`config.mk`:
```
export PLATFORM = sky130hd
export DESIGN_NAME = swec_unit
export DESIGN_NICKNAME = d
export VERILOG_FILES = /design/src/hdl/swec_pkg.sv /design/src/hdl/swec_unit.sv
export SDC_FILE = /design/constraint.sdc
export NUM_CORES = 1
export LEC_CHECK = 0
export ABC_AREA = 1
export BUFFER_PORTS_ARGS = -buffer_cell sky130_fd_sc_hd__buf_2
export CORE_MARGIN = 4
export CORE_UTILIZATION = 45
export DETAILED_ROUTE_END_ITERATION = 16
export MAX_ROUTING_LAYER = met4
export PLACE_DENSITY_LB_ADDON = 0.3
export SLEW_MARGIN = 30
export SYNTH_ARGS = -nofsm -noshare
export SYNTH_HDL_FRONTEND = slang
export SYNTH_SLANG_ARGS = --single-unit
```
`constraint.sdc`:
```
create_clock -name vclk -period 2.9
set_input_delay 0.145 -clock vclk [all_inputs]
set_output_delay 0.145 -clock vclk [all_outputs]
set_load 0.05 [all_outputs]
```
`src/hdl/swec_pkg.sv`:
```
// ----------------------------------------------------------------------------
// swec_pkg
// Types and constants of the sliding window event counter.
// ----------------------------------------------------------------------------
package swec_pkg;

    localparam int NOW_W = 32;
    localparam int AMT_W = 16;
    localparam int SUM_W = 26;
    localparam int WIN_W = 16;

    localparam int SWEC_QUEUE_DEPTH = 1024;

    localparam logic [WIN_W-1:0] SHORT_WINDOW_RST = 16'd60;
    localparam logic [WIN_W-1:0] LONG_WINDOW_RST  = 16'd3600;

    // configuration register indexes
    localparam logic REG_SHORT_WINDOW = 1'b0;
    localparam logic REG_LONG_WINDOW  = 1'b1;

    typedef struct packed {
        logic [NOW_W-1:0] now_seconds;
        logic [AMT_W-1:0] amount;
    } t_swec_in;

    typedef struct packed {
        logic [SUM_W-1:0] short_total;
        logic [SUM_W-1:0] long_total;
        logic             dropped;
    } t_swec_out;

    typedef struct packed {
        logic [NOW_W-1:0] entry_time;
        logic [AMT_W-1:0] entry_amount;
    } t_entry;

    typedef enum logic {
        UOP_ADD,
        UOP_SUB
    } t_unit_op;

    typedef enum logic [2:0] {
        ST_IDLE,
        ST_SHORT_RD,
        ST_SHORT_CHK,
        ST_LONG_RD,
        ST_LONG_CHK,
        ST_APPEND_S,
        ST_APPEND_L
    } t_state;

    typedef struct packed {
        logic     mem_rd;
        logic     sel_long;
        t_unit_op op;
        logic     retire_short;
        logic     retire_long;
        logic     append_s;
        logic     append_l;
        logic     finish;
        logic     drop;
    } t_ctrl;

endpackage

```
`src/hdl/swec_unit.sv`:
```
// ----------------------------------------------------------------------------
// swec_unit
// Shared arithmetic unit: window expiry compare and running-sum add/subtract.
// ----------------------------------------------------------------------------
module swec_unit
    import swec_pkg::*;
(
    input  logic [NOW_W-1:0] i_time,
    input  logic [WIN_W-1:0] i_window,
    input  logic [NOW_W-1:0] i_now,
    input  logic [SUM_W-1:0] i_sum,
    input  logic [AMT_W-1:0] i_amount,
    input  t_unit_op         i_op,
    output logic             o_expired,
    output logic [SUM_W-1:0] o_sum
);

    logic [NOW_W:0] time_plus_win;

    // time + window <= now, one carry bit wide so it never wraps
    assign time_plus_win = {1'b0, i_time} + {{(NOW_W+1-WIN_W){1'b0}}, i_window};
    assign o_expired     = time_plus_win <= {1'b0, i_now};

    always_comb begin
        case (i_op)
            UOP_ADD: o_sum = i_sum + SUM_W'(i_amount);
            UOP_SUB: o_sum = i_sum - SUM_W'(i_amount);
            default: o_sum = i_sum;
        endcase
    end

endmodule

```
==> metrics.csv <==
stage;metric;value;unit
cells_and_area;seq_cells;0;
yosys;mean post-synth cell area;6.08;um2
placement;routability congestion estimate;0.971;
drt;routed length per instance;13.5;um
setup_path;WP data required;2.76;ns
min_path;Min-Delay Path Class;in -> out;
setup_path;Critical Path Start Type;input port;
cells_and_area;Area Growth Syn to Fin;52.4;%
placement;Final HPWL DP;11300;um
drt;Initial DRC Count;139;
yosys;Distinct cells, synth;42;
setup_path;Setup CP Type;in -> out;
power_and_ir_drop;leakage;3.34;nW
yosys;post-synth top area cell;ha_1;
yosys;Synth Area in XOR/XNOR;13.5;%
cells_and_area;Design Area, Final;6020;um2
setup_path;Worst Setup EP;o_expired;
yosys;Synth area leaders;ha_1 (23%), nand2_1 (13%), inv_1 (11%);
yosys;Synth Net Count;849;
setup_path;slowest stage delay, CP;0.36;ns
yosys;Seq/Total Area, Yosys;0;%
setup_path;Critical Path, Cell by Cell;buf_8 > ha_4 > inv_2 > fa_2 > inv_2 > nand3_2 > nand2_2 > a21oi_4 > o21ai_4 > nand2_4 > buf_4 > a21oi_2 > xor2_1 > ha_1 > a21oi_2 > o21ai_1 > nand2_1 > nand2_1 > a21oi_2 > nand2_1 > nand2_1 > nand2_2 > a21oi_4 > buf_6;
setup_path;critical path arrival;3.04;ns
floorplanning;# rows;33;
timing;max-slew violation count;0;
timing;setup ws final;-0.287;ns
power_and_ir_drop;total power;1.86;mW
placement;cell area after placement;5480;um2
cells_and_area;commonest non-fill, non-tap cell in the layout;buf_2;
floorplanning;core area;8380;um2
timing;Final period util;110;%
drt;DRT Pass-1 Iters;5;
yosys;Synth Area in Simple Gates;31.7;%
floorplanning;Die ar.;10300;um2
global_routing;total gr overflow;0;
cells_and_area;Non-Filler Instances;995;
status;failing checks;setup timing;
drt;vias post-DR;5181;
placement;placed cells;985;
yosys;Adder-Cell Fraction of Synth Area;24.4;%
timing;final hold vios;0;
yosys;Syn Std Cell Area;3950;um2
global_routing;number of global-route vias before repair;4947;
timing;highest clock rate;0.314;GHz
yosys;area fraction in compound gates after synthesis;19.4;%
global_routing;initial antenna violation count;0;
cells_and_area;Seq. cell area;0;um2
min_path;hold path depth;4;
yosys;Syn Inst Count;650;
timing;hold_ws;0.776;ns
drt;DRT antenna net count;0;
timing;setup tns final;-0.287;ns
status;status;finished, violations left;
drt;drt drc;0;
floorplanning;Initial Util;47.1;%
timing;Rel. slew slack;73.8;%
yosys;Ys Warns;0;
cells_and_area;Clock buffer cells;0;
cells_and_area;diode count;0;
drt;drt total wl;13400;um
timing;RSZ-0062 raised after global routing;yes;
placement;Port-buffer cells;150;
floorplanning;chip width;102;um
yosys;top-area cell type share of the netlist area;23.4;%
power_and_ir_drop;Max VDD drop;210;uV
timing;Final min period;3.19;ns
setup_path;most used cell, CP;nand2_1;
setup_path;crit path max fanout;3;
drt;Vias/cell;5.21;
global_routing;first-pass GRT wire length;20400;um
setup_path;slowest CP cell;fa_2;
yosys;largest family of logic cells by synthesized area;simple AND/OR/NAND/NOR gates;
setup_path;CP startpoint;i_window[0];
global_routing;largest net degree at the start of global routing;12;
setup_path;endpoint class of the critical path;output port;
timing;Final Setup Violations;1;
floorplanning;die height;102;um
floorplanning;num ports;150;
global_routing;GR Util All Layers;24.1;%
min_path;launch point of the worst hold path;i_amount[0];
cells_and_area;fraction of layout instances using a drive strength above 1;40.0;%
flow_run;max-cap viol count;0;
power_and_ir_drop;PD cells;309;nW/um2
timing;measured slew at the worst slew-check pin;0.389;ns
clock_tree;number of hold buffers added after cts;0;
cells_and_area;most frequent cells in the layout;buf_2 (134), nand2_1 (115), inv_1 (109);
cells_and_area;Nets;1091;
yosys;mux cell area share after synthesis;0;%
cell type report:
type / instances / area, um2
fillers: 690 / 2360
inverters: 113 / 424
multi-input cells: 535 / 3940
well taps: 105 / 131
repair buffers: 242 / 1530
synth_stat cells, types with 2 or more instances:
cell type,number
a21boi_2,2
xor2_1,41
a21o_1,7
ha_1,74
nand2_4,2
o21ai_1,5
a21oi_4,2
a21oi_1,56
a31oi_1,4
nor4_1,2
nand4_1,14
nor3_1,16
nand3_1,29
a21oi_2,5
nand2_1,132
o21bai_1,6
fa_1,2
inv_1,111
nor2_2,2
nor2_1,59
nand4_2,2
inv_2,2
o21ai_0,25
o21ai_4,2
o21ai_2,2
nand3b_1,2
nand2_2,7
xnor2_1,20
nor4_2,2
nor2_4,2
clkbuf_1,2
where the power goes:
group	switching, mW	leakage [nW]	internal [mW]
combinational	1.14	3.34	0.717
sequential	0	0	0
clock	0	0	0
how the worst min path moves through the flow:
stage,end
2_1_floorplan,o_sum[0]
3_3_place_gp,o_sum[0]
3_5_place_dp,o_sum[0]
4_1_cts,o_sum[25]
5_1_grt,o_sum[0]
6_report,o_sum[0]
per-stage QoR:
step	utilization, %	setup slack (ns)
global route	71.8	-0.419
floorplan	-	-0.00117
detailed placement	65.3	-0.393
CTS	66.5	-0.208
global placement	65.3	-0.284
finish	71.8	-0.287
metal layers:
layer | part of all wire (%) | up-vias | track usage (%)
met5 | 0 | - | -
met4 | 3.0 | 0 | 5.21
met3 | 5.9 | 33 | 0.551
met2 | 52 | 205 | 45.3
met1 | 39 | 2312 | 28.4
li1 | - | 2631 | -
kinds of logic (layout without fill, tap and decap cells):
logic type,count (synthesis),count (layout)
simple gates,275,275
compound gates,123,123
buf+inv,115,355
xor+xnor,61,61
fa+ha+maj,76,76
timing repair:
action	4_1_cts	5_1_grt
hold endpoints to repair	0	0
pin swaps	5	47
cloned	0	0
setup buffers	4	6
resized for setup	23	103
endpoints found under the setup margin	10	16
worst max-delay path, delay by kind of cell:
family | cells | cell delay [ns]
AO/OA/AOI/OAI | 7 | 0.85
AND/OR/NAND/NOR | 8 | 0.60
adder cells (fa/ha/maj) | 3 | 0.77
buffers and inverters | 5 | 0.50
XOR/XNOR | 1 | 0.18
(Power assumes the default switching activity.)
